File: src/rtl/core/bm3_fifo.sv
// ----------------------------------------------------------------------------
// bm3_fifo
// Short register queue between the classifying front and the back stage.
// ----------------------------------------------------------------------------
module bm3_fifo #(
    parameter int DW    = 8,
    parameter int DEPTH = 4
) (
    input  logic          i_clk,
    input  logic          i_rst_n,
    input  logic          i_push,
    input  logic [DW-1:0] i_data,
    output logic          o_ready,
    output logic          o_valid,
    output logic [DW-1:0] o_data,
    input  logic          i_pop
);
    localparam int PW = (DEPTH > 1) ? $clog2(DEPTH) : 1;
    localparam int NW = $clog2(DEPTH + 1);

    logic [DW-1:0] r_mem [DEPTH];
    logic [PW-1:0] r_wp, r_rp;
    logic [NW-1:0] r_cnt;
    logic          push_ok, pop_ok;

    assign o_ready = (r_cnt != NW'(DEPTH));
    assign o_valid = (r_cnt != '0);
    assign o_data  = r_mem[r_rp];
    assign push_ok = i_push && o_ready;
    assign pop_ok  = i_pop && o_valid;

    always_ff @(posedge i_clk) begin
        if (!i_rst_n) begin
            r_wp  <= '0;
            r_rp  <= '0;
            r_cnt <= '0;
        end else begin
            if (push_ok) begin
                r_wp <= (r_wp == PW'(DEPTH - 1)) ? '0 : r_wp + PW'(1);
            end
            if (pop_ok) begin
                r_rp <= (r_rp == PW'(DEPTH - 1)) ? '0 : r_rp + PW'(1);
            end
            if (push_ok && !pop_ok) begin
                r_cnt <= r_cnt + NW'(1);
            end else if (pop_ok && !push_ok) begin
                r_cnt <= r_cnt - NW'(1);
            end
        end
    end

    always_ff @(posedge i_clk) begin
        if (push_ok) begin
            r_mem[r_wp] <= i_data;
        end
    end

endmodule

File: config.mk
export PLATFORM = sky130hd
export DESIGN_NAME = bm3_fifo
export DESIGN_NICKNAME = d
export VERILOG_FILES = /design/src/rtl/core/bm3_fifo.sv
export SDC_FILE = /design/constraint.sdc
export NUM_CORES = 1
export LEC_CHECK = 0
export ABC_AREA = 1
export BUFFER_PORTS_ARGS = -buffer_cell sky130_fd_sc_hd__buf_4
export CAP_MARGIN = 20
export CORE_MARGIN = 2
export CORE_UTILIZATION = 45
export CTS_CLUSTER_DIAMETER = 120
export DETAILED_ROUTE_END_ITERATION = 8
export PLACE_DENSITY = 0.62
export SLEW_MARGIN = 15
export SYNTH_ARGS = -nofsm -noshare
export SYNTH_HDL_FRONTEND = slang
export SYNTH_SLANG_ARGS = --single-unit
File: constraint.sdc
create_clock -name i_clk -period 3.2 [get_ports i_clk]
set_input_delay 0.16 -clock i_clk [delete_from_list [all_inputs] [get_ports i_clk]]
set_output_delay 0.16 -clock i_clk [all_outputs]
set_load 0.05 [all_outputs]
==> impl_metrics.yaml <==
status:
  outcome: "completed"
timing:
  rsz0062_at_grt: "false"
  tns_ns: 0
  fin_crit_sh_pct: 62.3
  skew_ns: 0.00641
  fmax_ghz: 0.502
  setup_violations: 0
  post-route-min-period_ns: 1.99
  slew_viol_final: 0
  tightest_slew_ns: 0.856
  hold_viol_final: 0
  maxSlewHeadroom_pct: 42.7
place:
  place_congestion: 0.743
  placed_cell_area_sq_um: 1890
  dp_hpwl_microns: 1950
  io_buffers: 21
detailed_routing:
  wl_met2_microns: 1430
  vias: 1074
  met3_length_microns: 133
  wl_per_cell_microns: 13.2
  highest_layer: "met4"
  first_pass_iters: 4
  met1_length_microns: 1310
  routed_wl_microns: 2920
  viasPerCell: 4.86
  drt-initial-drc-count: 34
  ant_nets: 0
  drcViolationCount: 0
critical_path:
  setup.worst_path.start_class: "register"
  cpMaxStageDelayCell: "dfxtp_1"
  cp_num_buf_inv: 2
  max_stage_delay_ns: 0.72
  crit_type: "reg2out"
  worstPathRequired_ns: 3.04
  end_kind: "output pin"
  cp.arrival_ns: 1.83
  critPathTopFamily: "flip-flops"
  cp_max_fo: 17
  path_cells: "inv_2 > o21ai_0 > o22ai_1 > buf_4"
global_routing:
  overflow: 0
  grt_pass1_wl_microns: 4810
  grt_max_degree: 18
  antenna_found_initial: 0
  grt_pass1_vias: 1081
  grtUsageTotal_pct: 15.7
pwr:
  swShare_pct: 41.8
  worst_ir_drop_vdd_uv: 466
  p_seq_share_pct: 41.1
  total_power_mw: 1.79
  internal_power_mw: 1.04
  p_leak_nw: 0.774
  p_comb_share_pct: 41.7
  p_switching_uw: 749
  pwr-share-clk_pct: 17.3
  p_per_area_nw_per_um2: 912
cells_and_area:
  drive_gt1_share_pct: 19.1
  fin_area_sq_um: 1970
  fill_cells: 316
  nNetsFinal: 191
  diodes: 0
  fin_util_pct: 54.1
  syn_to_final_growth_pct: 16.3
yosys:
  ys_seq_area_share_pct: 67.5
  synthTopCellsByArea: "edfxtp_1 57%, dfxtp_1 11%, nor2_1 7.1%"
  syn_area_sq_um: 1690
  synth_edf_count: 32
  yosysTopAreaCell: "edfxtp_1"
  yosys-top-cells-count: "32 x edfxtp_1, 32 x nor2_1, 16 x inv_1"
  ys_ff_latch: 41
  yosysTopAreaCellShare_pct: 56.8
  syn_nets: 165
  synth_warnings: 0
  async_flop_share_pct: 0
  postSynthAreaPerCell_sq_um: 11.6
  syn_inst: 146
  ys_types: 19
  synth_flop_cell: "edfxtp_1"
floorplanning:
  die_area_sq_um: 4260
  die_x_microns: 65.3
  num_io_pins: 22
  initial_core_util_pct: 46.5
  die_h_microns: 65.3
  rows: 22
  core_sq_um: 3630
clocking:
  cts-root-buf: "clkbuf_8"
  cts.sinks: 41
  cts_buffer_depth: 2
  cts_made_buffers: 5
  tritoncts: "built"
  cts.clk_slew.worst_paths_ns: 0.07
  cts_resized: 0
  post-cts-setup-buffer-count: 0
  worstSkewPairLatency_ns: 0.28
  htree_levels: 2
  cts_hold_buf: 0
worst_hold_path:
  hold_class: "in2reg"
run:
  maxCapViolCount: 0
## flip-flops by register name, indices dropped and copies added (netlist names), named ones only
register / count
r_mem: 32
r_cnt: 3
r_rp: 2
r_wp: 2
## cell usage in the layout, fill, tap and decap left out
master    instances
nor2_2            1
nand3b_1          1
o22ai_1           8
clkbuf_8          5
buf_4            21
nand2_2           2
o21ai_2           3
dfxtp_1           9
inv_1            16
a21oi_1           2
clkbuf_1          3
nand3_1           1
nand2_1          13
inv_2             1
edfxtp_1         32
fa_1              1
nor2_1           32
o21ai_0          14
ha_1              6
nand4_1           1
o21ai_1           1
## metrics by stage
step	setup slack [ns]	hold WS, ns	cells
2_1_floorplan	1.19	0.259	146
3_5_place_dp	1.42	0.364	213
4_1_cts	1.19	0.0617	221
6_report	1.21	0.0735	221
5_1_grt	1.01	0.0560	221
3_3_place_gp	1.46	0.359	213
## layer usage
layer | vias to the layer above | track usage, %
met1 | 498 | 17.0
li1 | 548 | -
met2 | 22 | 27.2
met4 | 0 | 7.55
met5 | - | 0
met3 | 6 | 5.82
## layout make-up
class	count	area, sq um	area share, %
flip-flops and latches	41	1140	58.1
multi-input cells	86	463	23.6
repair buffers	21	158	8.02
clock buffers	8	80.1	4.07
inverters	17	63.8	3.25
well taps	48	60.1	3.06
## power by group through the flow
stage / registers [mW] / clock network (mW) / logic [mW]
2_1_floorplan: 0.718 / 0 / 0.574
3_3_place_gp: 0.745 / 0 / 0.731
3_5_place_dp: 0.748 / 0 / 0.751
4_1_cts: 0.737 / 0.322 / 0.753
5_1_grt: 0.748 / 0.343 / 0.818
6_report: 0.736 / 0.310 / 0.747
## logic make-up after synthesis
kind of cell	Yosys count	synth area share (%)
flops	41	67.5
fa+ha+maj	7	5.63
buf+inv	19	5.11
compound gates	28	9.55
simple gates	51	12.2
## worst register-to-register path, cell delays in order (launching register included)
cell and delay [ns]:
dfxtp_1 0.35, nor2_2 0.15, nand2_1 0.08, nand2_1 0.15, ha_1 0.19, inv_1 0.06, fa_1 0.39, inv_1 0.07
nand2_1 0.06, nand3_1 0.07, nand2_1 0.05, inv_1 0.04, nor2_1 0.03
## final timing paths
check	startpoint	endpoint	slack, ns	cells past startpoint
min	i_data[4]	r_mem[0][4]	0.07	1
min reg2reg	r_cnt[0]	r_cnt[0]	0.53	2
max	register	o_data[0]	1.21	4
max reg2reg	r_cnt[1]	r_cnt[2]	1.41	12
Note: power is estimated with default switching activity, not from simulation.
