--- src/rtl/core/bm3_pkg.sv ---
// ----------------------------------------------------------------------------
// bm3_pkg
// Shared types, constants and window functions of the 3x3 binary morphology.
// ----------------------------------------------------------------------------
package bm3_pkg;

    localparam int          MAX_WIDTH_DEF = 1024;
    localparam int          Q_DEPTH       = 4;
    localparam int          ROW_W         = 12;
    localparam int          HGT_W         = 13;
    localparam logic [12:0] MAX_HEIGHT    = 13'd4096;
    localparam logic [7:0]  FG_VALUE      = 8'hFF;
    localparam logic [8:0]  KEEP_LEFT     = 9'h0DB;

    typedef enum logic [1:0] {
        MODE_DILATE = 2'd0,
        MODE_ERODE  = 2'd1,
        MODE_OPEN   = 2'd2,
        MODE_CLOSE  = 2'd3
    } t_mode;

    typedef enum logic [1:0] {
        CFG_WIDTH  = 2'd0,
        CFG_HEIGHT = 2'd1,
        CFG_MODE   = 2'd2,
        CFG_MASK   = 2'd3
    } t_cfg_idx;

    typedef struct packed {
        logic s1;
        logic direct;
        logic s2ok;
        logic last;
    } t_q_ctl;

    function automatic logic [8:0] push_window(input logic [8:0] win,
                                               input logic [1:0] ls,
                                               input logic       pix);
        push_window = ((win >> 1) & KEEP_LEFT) | {6'd0, ls[1], 2'd0}
                      | {3'd0, ls[0], 5'd0} | {pix, 8'd0};
    endfunction

    function automatic logic apply_element(input logic [8:0] win,
                                           input logic [8:0] mask,
                                           input logic       erode);
        logic [8:0] hit;
        hit = win & mask;
        apply_element = erode ? (hit == mask) : (hit != 9'd0);
    endfunction

endpackage

--- src/rtl/core/bm3_back.sv ---
// ----------------------------------------------------------------------------
// bm3_back
// Second window stage for opening and closing, and the output register.
// ----------------------------------------------------------------------------
module bm3_back #(
    parameter  int MAX_WIDTH = 1024,
    localparam int CW        = $clog2(MAX_WIDTH)
) (
    input  logic            i_clk,
    input  logic            i_rst_n,
    input  bm3_pkg::t_mode  i_mode,
    input  logic [8:0]      i_mask,
    input  logic            i_q_valid,
    output logic            o_q_ready,
    input  bm3_pkg::t_q_ctl i_q_ctl,
    input  logic [CW-1:0]   i_q_col,
    output logic            o_valid,
    input  logic            i_ready,
    output logic [7:0]      o_pixel,
    output logic            o_last
);
    import bm3_pkg::*;

    logic          r_a_vld;
    t_q_ctl        r_a_ctl;
    logic [CW-1:0] r_a_col;
    logic [1:0]    r_rd, wr;
    logic [1:0]    r_store [MAX_WIDTH];
    logic [8:0]    r_win, win_new;
    logic          emit, out_free, a_adv, pop, we, res;
    logic          r_o_vld, r_o_last;
    logic [7:0]    r_o_pix;

    assign emit      = r_a_ctl.direct || r_a_ctl.s2ok;
    assign out_free  = !r_o_vld || i_ready;
    assign a_adv     = r_a_vld && (!emit || out_free);
    assign o_q_ready = !r_a_vld || a_adv;
    assign pop       = i_q_valid && o_q_ready;
    assign we        = a_adv && !r_a_ctl.direct;

    assign wr      = {r_rd[0], r_a_ctl.s1};
    assign win_new = push_window(r_win, r_rd, r_a_ctl.s1);
    assign res     = r_a_ctl.direct ? r_a_ctl.s1
                                    : apply_element(win_new, i_mask, i_mode == MODE_CLOSE);

    assign o_valid = r_o_vld;
    assign o_pixel = r_o_pix;
    assign o_last  = r_o_last;

    always_ff @(posedge i_clk) begin
        if (!i_rst_n) begin
            r_a_vld <= 1'b0;
            r_win   <= '0;
            r_o_vld <= 1'b0;
        end else begin
            if (pop) begin
                r_a_vld <= 1'b1;
            end else if (a_adv) begin
                r_a_vld <= 1'b0;
            end
            if (we) begin
                r_win <= win_new;
            end
            if (a_adv && emit) begin
                r_o_vld <= 1'b1;
            end else if (i_ready) begin
                r_o_vld <= 1'b0;
            end
        end
    end

    always_ff @(posedge i_clk) begin
        if (we) begin
            r_store[r_a_col] <= wr;
        end
        if (pop) begin
            r_rd    <= (we && r_a_col == i_q_col) ? wr : r_store[i_q_col];
            r_a_ctl <= i_q_ctl;
            r_a_col <= i_q_col;
        end
        if (a_adv && emit) begin
            r_o_pix  <= res ? FG_VALUE : 8'd0;
            r_o_last <= r_a_ctl.last;
        end
    end

endmodule
--- config.mk ---
export PLATFORM = sky130hd
export DESIGN_NAME = bm3_back
export DESIGN_NICKNAME = d
export VERILOG_FILES = /design/src/rtl/core/bm3_pkg.sv /design/src/rtl/core/bm3_back.sv
export SDC_FILE = /design/constraint.sdc
export NUM_CORES = 2
export LEC_CHECK = 0
export BUFFER_PORTS_ARGS = -buffer_cell sky130_fd_sc_hd__buf_2
export CAP_MARGIN = 15
export CORE_MARGIN = 8
export CORE_UTILIZATION = 60
export CTS_CLUSTER_DIAMETER = 50
export DETAILED_ROUTE_END_ITERATION = 12
export PLACE_DENSITY = 0.83
export SETUP_SLACK_MARGIN = 0.5
export SYNTH_ARGS = -nofsm -noshare
export SYNTH_HDL_FRONTEND = slang
export SYNTH_SLANG_ARGS = --single-unit
export TNS_END_PERCENT = 20
--- constraint.sdc ---
create_clock -name i_clk -period 31.9 [get_ports i_clk]
set_clock_uncertainty 0.2 [all_clocks]
set_input_delay 1.595 -clock i_clk [delete_from_list [all_inputs] [get_ports i_clk]]
set_output_delay 1.595 -clock i_clk [all_outputs]
set_load 0.005 [all_outputs]
==> results.json <==
{
  "status": "finished clean",
  "holdBufCountCts": 0,
  "whs_path_depth": 0,
  "dieArea_sq_mm": 0.153,
  "synth_edf_count": 2066,
  "drt_wl_total_um": 242000,
  "drt_iter0_drc": 9665,
  "cts_tree": "yes",
  "min_period_ns": 6.99,
  "nets": 4875,
  "antenna_found_initial": 15,
  "finalCritPeriodShare": 0.219,
  "r2r_cells": 4,
  "finalSetupTns_ns": 0,
  "vias_per_cell": 7.28,
  "die_h_um": 391,
  "power_switching_share": 0.221,
  "cts.sinks": 2074,
  "setup_violations": 0,
  "async_flop_share": 0,
  "initial_core_util": 0.605,
  "num_rows": 137,
  "ctsHtreeMaxLevel": 4,
  "yosys.area.top_type_share": 0.735,
  "min_from": "r_a_ctl[0]",
  "vias": 50200,
  "worstReg2RegStart": "r_a_ctl[3]",
  "coreArea_sq_mm": 0.140,
  "ys_ff_latch": 2074,
  "crit_fanout": 84,
  "drc": 0,
  "endpoint_kind": "flop",
  "pwr_density_cell_mw_per_mm2": 60.3,
  "combPwrFrac": 0.056,
  "die_w_um": 391,
  "cts.path.max_buffers": 3,
  "cap_viol_max_count": 0,
  "avgRoutedWirePerCell_um": 35.1,
  "pwr-share-clk": 0.401,
  "worst_pin_slew_ns": 1.39,
  "drv_slew": 0,
  "synth_area_per_cell_sq_um": 17.3,
  "synth_area_leaders": "edfxtp_1 (73%), mux4_2 (12%), nor2_1 (4.7%)",
  "port_buffers": 39,
  "drtPass1Iterations": 6,
  "grt_overflow": 0,
  "hold_violations": 0,
  "rsz0062_at_grt": "false",
  "ys_seq_area_frac": 0.737,
  "dp_hpwl_um": 129000,
  "postRouteAntennaNets": 0,
  "ctsRootBufferMaster": "clkbuf_16",
  "synth_top_area_cell": "edfxtp_1",
  "leakagePower_nw": 28.2,
  "drive_gt1_frac": 0.189,
  "yosys_warnings": 0,
  "cts_resized": 0,
  "grt_pass1_vias": 49300,
  "num-fill-cells": 8467,
  "ff2ff_setup_slack_ns": 27.47,
  "io_pins": 40,
  "path_class": "primary input to flop",
  "numCtsBuffers": 191,
  "grt_max_degree": 270,
  "max_freq_mhz": 143,
  "r2r-end": "r_store[496][0]",
  "power_mw": 5.58,
  "cp.arrival_ns": 7.37,
  "synth_nets": 4919,
  "insertion_delay_ns": 0.84,
  "grt_pass1_wl_um": 339000,
  "synthesis.area_sq_mm": 0.0844,
  "worstHoldEndpoint": "o_last",
  "final_area_sq_mm": 0.0926,
  "ys_types": 60,
  "gp_congestion": 0.886,
  "cts.clk_slew.worst_paths_ns": 0.07,
  "grt_usage": 0.308,
  "synthCells": 4890,
  "intPower_mw": 4.35,
  "slew_headroom": 0.0679,
  "post_cts_buffers": 0,
  "p_switching_mw": 1.23,
  "ys.flop_type": "edfxtp_1",
  "p_seq_frac": 0.543,
  "required_ns": 32.29,
  "placed_area_sq_mm": 0.0861,
  "critPathLaunchType": "primary input",
  "ir_worst_vdd_uv": 56.6,
  "worstHoldPathType": "flop to flop",
  "post-route-util": 0.664,
  "syn_to_final_growth_pct": 9.74
}
==> cells by family (layout without fill, tap and decap cells) <==
logic type	count (synthesis)	after routing	synth area share
flip-flops	2074	2074	0.737
AND/OR/NAND/NOR	1347	1347	0.0635
multiplexers	633	633	0.141
buffers and inverters	429	542	0.0238
AO/OA/AOI/OAI	397	397	0.0334
XOR/XNOR	10	10	0.00104
other	0	11	0
==> synth_stat cells (all sizes together) (3+ instances only) <==
cell type     n
o311ai        3
or4           6
or3           4
or2           3
and2          4
a21boi        7
o221ai       43
edfxtp     2066
o22ai        52
a211oi       21
mux4        446
o21ai        36
nor2       1068
a31oi         8
nor3         43
a22oi        76
nor2b        17
dfxtp         8
a221oi       21
a211o         4
clkbuf      282
a311o         3
nand2b       10
and3          6
xor2         10
nor3b         8
o211ai        4
a2111oi       6
buf         127
a41oi         4
and3b         3
a21oi        64
nand2       137
mux2i       170
nand3        21
mux2         17
a22o         19
o31ai        10
nor4         14
inv          19
==> layout make-up <==
cell class,count,area (sq um),area share
antenna,11,27.5,0.000297
clock buffer,239,5000,0.0540
clock inverter,111,997,0.0108
inverter,20,76.3,0.000824
multi-input combinational,2387,20300,0.219
sequential,2074,62200,0.671
tap,1876,2350,0.0253
timing repair buffer,172,1660,0.0179
==> how the worst max path moves through the flow <==
stage,startpoint,to
finish,i_q_col[1],r_rd[1]
global route,i_q_col[0],r_rd[1]
CTS,i_q_col[1],r_rd[1]
detailed placement,i_q_col[0],r_rd[1]
global placement,i_q_col[0],r_rd[1]
floorplan,r_rd[0],r_store[0][1]
==> critical path, cell delays in order <==
cell and delay [ns]:
buf_8 0.32, buf_12 0.47, buf_4 0.55, buf_4 0.72, buf_4 0.76, mux4_2 0.43
mux4_2 0.50, nand2_1 0.12, o21ai_0 0.27, nor3_1 0.43, a221oi_1 0.17, nor3_1 0.41
nor4_1 0.11, a211o_1 0.30
==> metrics by stage <==
step	std cells	hold WS (ns)	setup slack, ns
floorplan	4890	0.200	16.94
global placement	6510	0.205	24.44
detailed placement	6510	0.227	24.37
CTS	6860	0.241	25.11
global route	6881	0.239	24.87
finish	6890	0.246	24.91
==> flip-flops by register name (all words and copies together), names as in the netlist, 2 cells and up <==
name     cells
r_win        6
r_rd         2
r_store   2048
r_a_col     10
r_a_ctl      4
==> cells in the final DEF (no fill, tap or decap), types with 9 or more instances in the layout <==
cell and n:
nor4_1 14, edfxtp_1 2066, nand3_1 21, inv_6 9
a21oi_1 64, a22oi_1 76, buf_12 9, clkbuf_1 46
buf_2 35, xor2_1 10, inv_1 17, mux4_2 446
o31ai_1 10, o21ai_0 34, clkbuf_16 193, mux2_2 17
o221ai_1 43, buf_4 107, clkinv_1 43, nor3_1 42
nand2_1 103, clkinv_2 31, bufinv_16 14, a221oi_1 21
a211oi_1 21, nand2_2 34, nor2_1 1067, nor2b_1 13
a22o_1 19, buf_16 15, mux2i_1 170, o22ai_1 52
diode_2 11
==> power by group through the flow <==
stage / Clock, mW / Combinational [mW] / Sequential, mW
final: 2.24 / 0.311 / 3.03
after global routing: 2.33 / 0.317 / 3.03
after CTS: 2.23 / 0.298 / 3.03
after detailed placement: 0 / 0.295 / 3.09
after global placement: 0 / 0.289 / 3.09
after floorplan: 0 / 0.153 / 3.19
==> metal layers <==
metal | GRT usage | wire [um]
met1 | 0.390 | 76000
met2 | 0.462 | 110000
met3 | 0.104 | 38700
met4 | 0.191 | 17300
met5 | 0 | 117
Note: power is estimated with default switching activity, not from simulation.
