### src/rtl/core/bm3_pkg.sv
// ----------------------------------------------------------------------------
// bm3_pkg
// Shared types, constants and window functions of the 3x3 binary morphology.
// ----------------------------------------------------------------------------
package bm3_pkg;

    localparam int          MAX_WIDTH_DEF = 1024;
    localparam int          Q_DEPTH       = 4;
    localparam int          ROW_W         = 12;
    localparam int          HGT_W         = 13;
    localparam logic [12:0] MAX_HEIGHT    = 13'd4096;
    localparam logic [7:0]  FG_VALUE      = 8'hFF;
    localparam logic [8:0]  KEEP_LEFT     = 9'h0DB;

    typedef enum logic [1:0] {
        MODE_DILATE = 2'd0,
        MODE_ERODE  = 2'd1,
        MODE_OPEN   = 2'd2,
        MODE_CLOSE  = 2'd3
    } t_mode;

    typedef enum logic [1:0] {
        CFG_WIDTH  = 2'd0,
        CFG_HEIGHT = 2'd1,
        CFG_MODE   = 2'd2,
        CFG_MASK   = 2'd3
    } t_cfg_idx;

    typedef struct packed {
        logic s1;
        logic direct;
        logic s2ok;
        logic last;
    } t_q_ctl;

    function automatic logic [8:0] push_window(input logic [8:0] win,
                                               input logic [1:0] ls,
                                               input logic       pix);
        push_window = ((win >> 1) & KEEP_LEFT) | {6'd0, ls[1], 2'd0}
                      | {3'd0, ls[0], 5'd0} | {pix, 8'd0};
    endfunction

    function automatic logic apply_element(input logic [8:0] win,
                                           input logic [8:0] mask,
                                           input logic       erode);
        logic [8:0] hit;
        hit = win & mask;
        apply_element = erode ? (hit == mask) : (hit != 9'd0);
    endfunction

endpackage

### src/rtl/core/bm3_front.sv
// ----------------------------------------------------------------------------
// bm3_front
// Pixel intake: raster position, input line store, first window stage.
// ----------------------------------------------------------------------------
module bm3_front #(
    parameter  int MAX_WIDTH = 1024,
    localparam int CW        = $clog2(MAX_WIDTH)
) (
    input  logic                 i_clk,
    input  logic                 i_rst_n,
    input  logic [CW:0]          i_w_eff,
    input  logic [12:0]          i_h_eff,
    input  bm3_pkg::t_mode       i_mode,
    input  logic [8:0]           i_mask,
    input  logic                 i_valid,
    output logic                 o_ready,
    input  logic [7:0]           i_pixel,
    input  logic                 i_start,
    output logic                 o_q_valid,
    input  logic                 i_q_ready,
    output bm3_pkg::t_q_ctl      o_q_ctl,
    output logic [CW-1:0]        o_q_col
);
    import bm3_pkg::*;

    logic [CW-1:0]    r_col, n_col, c_in;
    logic [ROW_W-1:0] r_row, n_row, r_in;
    logic             accept, col_wrap, row_wrap, last_in;

    logic             r_a_vld, r_a_fg, r_a_s1ok, r_a_s2ok, r_a_last;
    logic [CW-1:0]    r_a_col;
    logic [1:0]       r_rd, wr;
    logic [1:0]       r_store [MAX_WIDTH];
    logic [8:0]       r_win, win_new;
    logic             a_adv, s1;

    assign a_adv   = r_a_vld && (!r_a_s1ok || i_q_ready);
    assign o_ready = !r_a_vld || a_adv;
    assign accept  = i_valid && o_ready;

    assign c_in     = i_start ? '0 : r_col;
    assign r_in     = i_start ? '0 : r_row;
    assign col_wrap = ((CW+1)'({1'b0, c_in}) + (CW+1)'(1)) >= i_w_eff;
    assign row_wrap = (HGT_W'(r_in) + HGT_W'(1)) >= i_h_eff;
    assign last_in  = (HGT_W'(r_in) == i_h_eff - HGT_W'(1))
                      && ((CW+1)'({1'b0, c_in}) == i_w_eff - (CW+1)'(1));

    always_comb begin
        n_col = r_col;
        n_row = r_row;
        if (accept) begin
            if (col_wrap) begin
                n_col = '0;
                n_row = row_wrap ? '0 : r_in + ROW_W'(1);
            end else begin
                n_col = c_in + CW'(1);
                n_row = r_in;
            end
        end
    end

    assign wr      = {r_rd[0], r_a_fg};
    assign win_new = push_window(r_win, r_rd, r_a_fg);
    assign s1      = apply_element(win_new, i_mask,
                                   i_mode == MODE_ERODE || i_mode == MODE_OPEN);

    assign o_q_valid      = r_a_vld && r_a_s1ok;
    assign o_q_ctl.s1     = s1;
    assign o_q_ctl.direct = (i_mode == MODE_DILATE) || (i_mode == MODE_ERODE);
    assign o_q_ctl.s2ok   = r_a_s2ok;
    assign o_q_ctl.last   = r_a_last;
    assign o_q_col        = r_a_col - CW'(2);

    always_ff @(posedge i_clk) begin
        if (!i_rst_n) begin
            r_col   <= '0;
            r_row   <= '0;
            r_a_vld <= 1'b0;
            r_win   <= '0;
        end else begin
            r_col <= n_col;
            r_row <= n_row;
            if (accept) begin
                r_a_vld <= 1'b1;
            end else if (a_adv) begin
                r_a_vld <= 1'b0;
            end
            if (a_adv) begin
                r_win <= win_new;
            end
        end
    end

    // read-modify-write per column; forward a same-column write
    always_ff @(posedge i_clk) begin
        if (a_adv) begin
            r_store[r_a_col] <= wr;
        end
        if (accept) begin
            r_rd     <= (a_adv && r_a_col == c_in) ? wr : r_store[c_in];
            r_a_fg   <= (i_pixel == FG_VALUE);
            r_a_col  <= c_in;
            r_a_s1ok <= (r_in >= ROW_W'(2)) && (c_in >= CW'(2));
            r_a_s2ok <= (r_in >= ROW_W'(4)) && (c_in >= CW'(4));
            r_a_last <= last_in;
        end
    end

endmodule

### config.mk
export PLATFORM = sky130hd
export DESIGN_NAME = bm3_front
export DESIGN_NICKNAME = d
export VERILOG_FILES = /design/src/rtl/core/bm3_pkg.sv /design/src/rtl/core/bm3_front.sv
export SDC_FILE = /design/constraint.sdc
export NUM_CORES = 2
export LEC_CHECK = 0
export ABC_AREA = 1
export BUFFER_PORTS_ARGS = -buffer_cell sky130_fd_sc_hd__buf_2
export CELL_PAD_IN_SITES_DETAIL_PLACEMENT = 1
export CELL_PAD_IN_SITES_GLOBAL_PLACEMENT = 2
export CORE_UTILIZATION = 45
export CTS_CLUSTER_DIAMETER = 120
export DETAILED_ROUTE_END_ITERATION = 6
export PLACE_DENSITY = 0.89
export SETUP_SLACK_MARGIN = 0.15
export SYNTH_ARGS = -nofsm -noshare
export SYNTH_HDL_FRONTEND = slang
export SYNTH_SLANG_ARGS = --single-unit
### constraint.sdc
create_clock -name i_clk -period 28.1 [get_ports i_clk]
set_input_delay 5.62 -clock i_clk [delete_from_list [all_inputs] [get_ports i_clk]]
set_output_delay 5.62 -clock i_clk [all_outputs]
set_load 0.01 [all_outputs]
==> flow_metrics.py <==
metrics = {
    "grt": {
        "antenna_found_initial": 13,
        "grt_usage_pct": 29.73,
        "grt_pass1_wl_um": 462600,
        "grt_pass1_vias": 72480,
        "grt_max_degree": 241,
        "gr-total-overflow": 0,
    },
    "power_and_ir_drop": {
        "total_leakage_power_nw": 39.06,
        "ir_drop_mv": 0.06740,
        "p_switching_mw": 1.451,
        "p_clk_share_pct": 43.1,
        "cellInternalPower_mw": 5.053,
        "swShare_pct": 22.31,
        "seqPwrFrac_pct": 52.8,
        "power.density_nw_per_um2": 62.95,
        "p_comb_share_pct": 4.0,
    },
    "cts": {
        "clock_tree.htree_level_count": 4,
        "clk_path_buf_depth": 3,
        "root_buffer": "clkbuf_16",
        "numCtsBuffers": 219,
        "insertion_delay_ns": 0.88,
        "tritoncts": "yes",
        "path_clk_slew_ns": 0.06,
        "cts_resized": 0,
        "post_cts_buffers": 0,
        "numClockSinks": 2093,
        "cts_hold_buf": 0,
    },
    "routing": {
        "drtAntennaViolNets": 0,
        "post_drt_wl_per_cell_um": 25.61,
        "avgViaCountPerCell": 5.655,
        "drcViolationCount": 0,
        "vias": 69490,
        "drt_iter0_markers": 7511,
        "firstDrtPassIters": 5,
        "wl_um": 314700,
    },
    "synth": {
        "synth_mux_area_share_pct": 0,
        "synth_edf_count": 2064,
        "syn-cell-area_sq_um": 93980,
        "synth_seq_area_share_pct": 66.57,
        "synth_top_family_by_area": "simple AND/OR/NAND/NOR gates",
        "synth_top_area_share_pct": 65.95,
        "synth-main-ff-cell": "edfxtp_1",
        "synth.distinct_cells": 50,
        "syn-num-nets": 9588,
        "synth_compound_area_share_pct": 5.681,
        "ys_seq_elements": 2093,
        "ys_async_sr_fraction_pct": 0,
        "synthAdderAreaFrac_pct": 0.4393,
        "netlist_instances": 9507,
        "yosys.area.top_type": "edfxtp_1",
        "yosysWarnings": 0,
        "synthTopCellsByArea": "edfxtp_1 (66%), nor2_1 (10%), nand2_1 (6.8%)",
        "synthXorXnorAreaFrac_pct": 0.5032,
        "yosys.area_share.simple_pct": 20.25,
        "avgSynthCellArea_sq_um": 9.886,
    },
    "die": {
        "io_pins": 64,
        "coreArea_sq_um": 207300,
        "fp-row-count": 167,
        "fp.dieW_um": 459,
        "start_util_pct": 45.34,
        "die_h_um": 459,
        "die_area_sq_um": 210700,
    },
    "critical_path": {
        "slowest_delay_ns": 0.36,
        "crit_required_ns": 22.48,
        "critPathCaptureType": "output port",
        "critPathMaxFanout": 2,
        "worstSetupStartpointType": "input pin",
        "crit_path_top_delay_cell": "nor4_1",
        "crit_type": "in -> out",
        "critPathArrivalTime_ns": 6.74,
        "critical_path.cell_chain": "buf_2 > inv_1 > o22ai_1 > nor4_1 > o21ai_0 > a32oi_1 > buf_2",
        "crit_top_cell": "buf_2",
    },
    "sta": {
        "drv_slew": 0,
        "max_freq_ghz": 0.08087,
        "setup_viol": 0,
        "post-route-min-period_ns": 12.36,
        "tns_ns": 0,
        "hold_viol": 0,
        "worst_slew_pin_slew_ns": 1.325,
        "rsz0062_at_grt": "no",
        "min_period_over_period_pct": 44.00,
        "fin_worst_skew_ns": 0.03758,
        "relSlewSlack_pct": 11.48,
    },
    "layout": {
        "layout_commonest_cell": "nor2_1",
        "final_nets": 9394,
        "seqCellArea_sq_um": 62560,
        "area_growth_pct": 9.941,
        "drive_gt1_share_pct": 6.085,
        "layout_common_cells": "nor2_1 (2523), edfxtp_1 (2064), nand2_1 (1685)",
        "fin_util_pct": 49.85,
        "n_fill_cell": 23030,
        "multi_input_area_sq_um": 25680,
    },
    "placed_design": {
        "place.gp.congestion": 0.8278,
        "dpl.hpwl_um": 173900,
        "numPortBuffers": 63,
    },
    "outcome": {
        "outcome": "complete, no violations",
    },
    "min_path": {
        "hold_path.class": "reg -> reg",
    },
    "flow_run": {
        "cap_viol_max_count": 0,
    },
}
## registers in the layout (all words and copies together), names as in the netlist
register,count
r_a_col,10
r_a_fg,1
r_a_last,1
r_a_s1ok,1
r_a_s2ok,1
r_a_vld,1
r_col,10
r_rd,2
r_row,12
r_store,2048
r_win,6
## synthesized netlist by cell type (41+ instances only)
cell type / number
nor2_1: 2531
edfxtp_1: 2064
nand2_1: 1700
inv_1: 854
o21ai_0: 768
nand3_1: 472
clkbuf_1: 283
buf_2: 237
o21ai_1: 115
a21oi_1: 63
xor2_1: 48
buf_1: 42
buf_4: 41
## path summary, 6_finish.rpt
check | from | endpoint | slack, ns | depth (start not counted)
setup / recovery | i_mask[2] | o_q_ctl[3] | 15.74 | 7
hold / removal | r_col[8]$_SDFFE_PN0P_ | r_col[8]$_SDFFE_PN0P_ | 0.51 | 2
setup reg to reg | r_col[0]$_SDFFE_PN0P_ | r_rd[1]$_DFFE_PP_ | 21.27 | 21
hold reg to reg | r_col[8]$_SDFFE_PN0P_ | r_col[8]$_SDFFE_PN0P_ | 0.51 | 2
## cell type report
cell class,instances,share of cell area (%)
clock buffers,284,5.659
multi-input cells,5929,24.85
inverters,862,3.139
flip-flops and latches,2093,60.55
repair buffers,208,1.480
well taps,2788,3.376
diodes,2,0.004844
clock inverters,122,0.9397
## stage by stage
step | instances | area, sq um | setup WS, ns | hold WS [ns] | power [mW]
6_report | 12290 | 103300 | 15.74 | 0.5091 | 6.504
5_1_grt | 12290 | 103300 | 15.67 | 0.5231 | 6.656
4_1_cts | 12290 | 103300 | 15.74 | 0.5082 | 6.531
3_5_place_dp | 11880 | 96500 | 15.70 | 0.4899 | 3.761
3_3_place_gp | 11880 | 96500 | 15.76 | 0.4698 | 3.754
2_1_floorplan | 9507 | 93980 | 8.248 | 0.4588 | 3.702
## routing by layer
| metal | vias to the layer above | GRT usage (%) | part of all wire [%] |
|---|---|---|---|
| met5 | - | 0 | 0 |
| met3 | 562 | 3.880 | 6.9 |
| met1 | 35490 | 38.61 | 41 |
| met2 | 2587 | 50.44 | 48 |
| met4 | 0 | 11.75 | 4.1 |
| li1 | 30850 | - | - |
## cell families (layout without fill, tap and decap cells)
group,after synthesis,in the layout
buffers and inverters,1485,1476
AOI/OAI and AO/OA,1024,1024
other,0,2
adders and majority gates,33,33
xor gates and xnor gates,54,54
DFF,2093,2093
and+or+nand+nor,4818,4818
## worst max-delay path: cells and delay by family
kind	cells	cell delay, ns
AO/OA/AOI/OAI	3	0.46
buffers and inverters	3	0.31
AND/OR/NAND/NOR	1	0.36
## power by group through the flow
stage	Combinational (mW)	Sequential, mW	Clock, mW
after floorplan	0.137	3.57	0
after global placement	0.252	3.50	0
after detailed placement	0.258	3.50	0
after CTS	0.260	3.44	2.83
after global routing	0.283	3.44	2.94
final	0.261	3.44	2.81
Power figures use the tool's default switching activity.
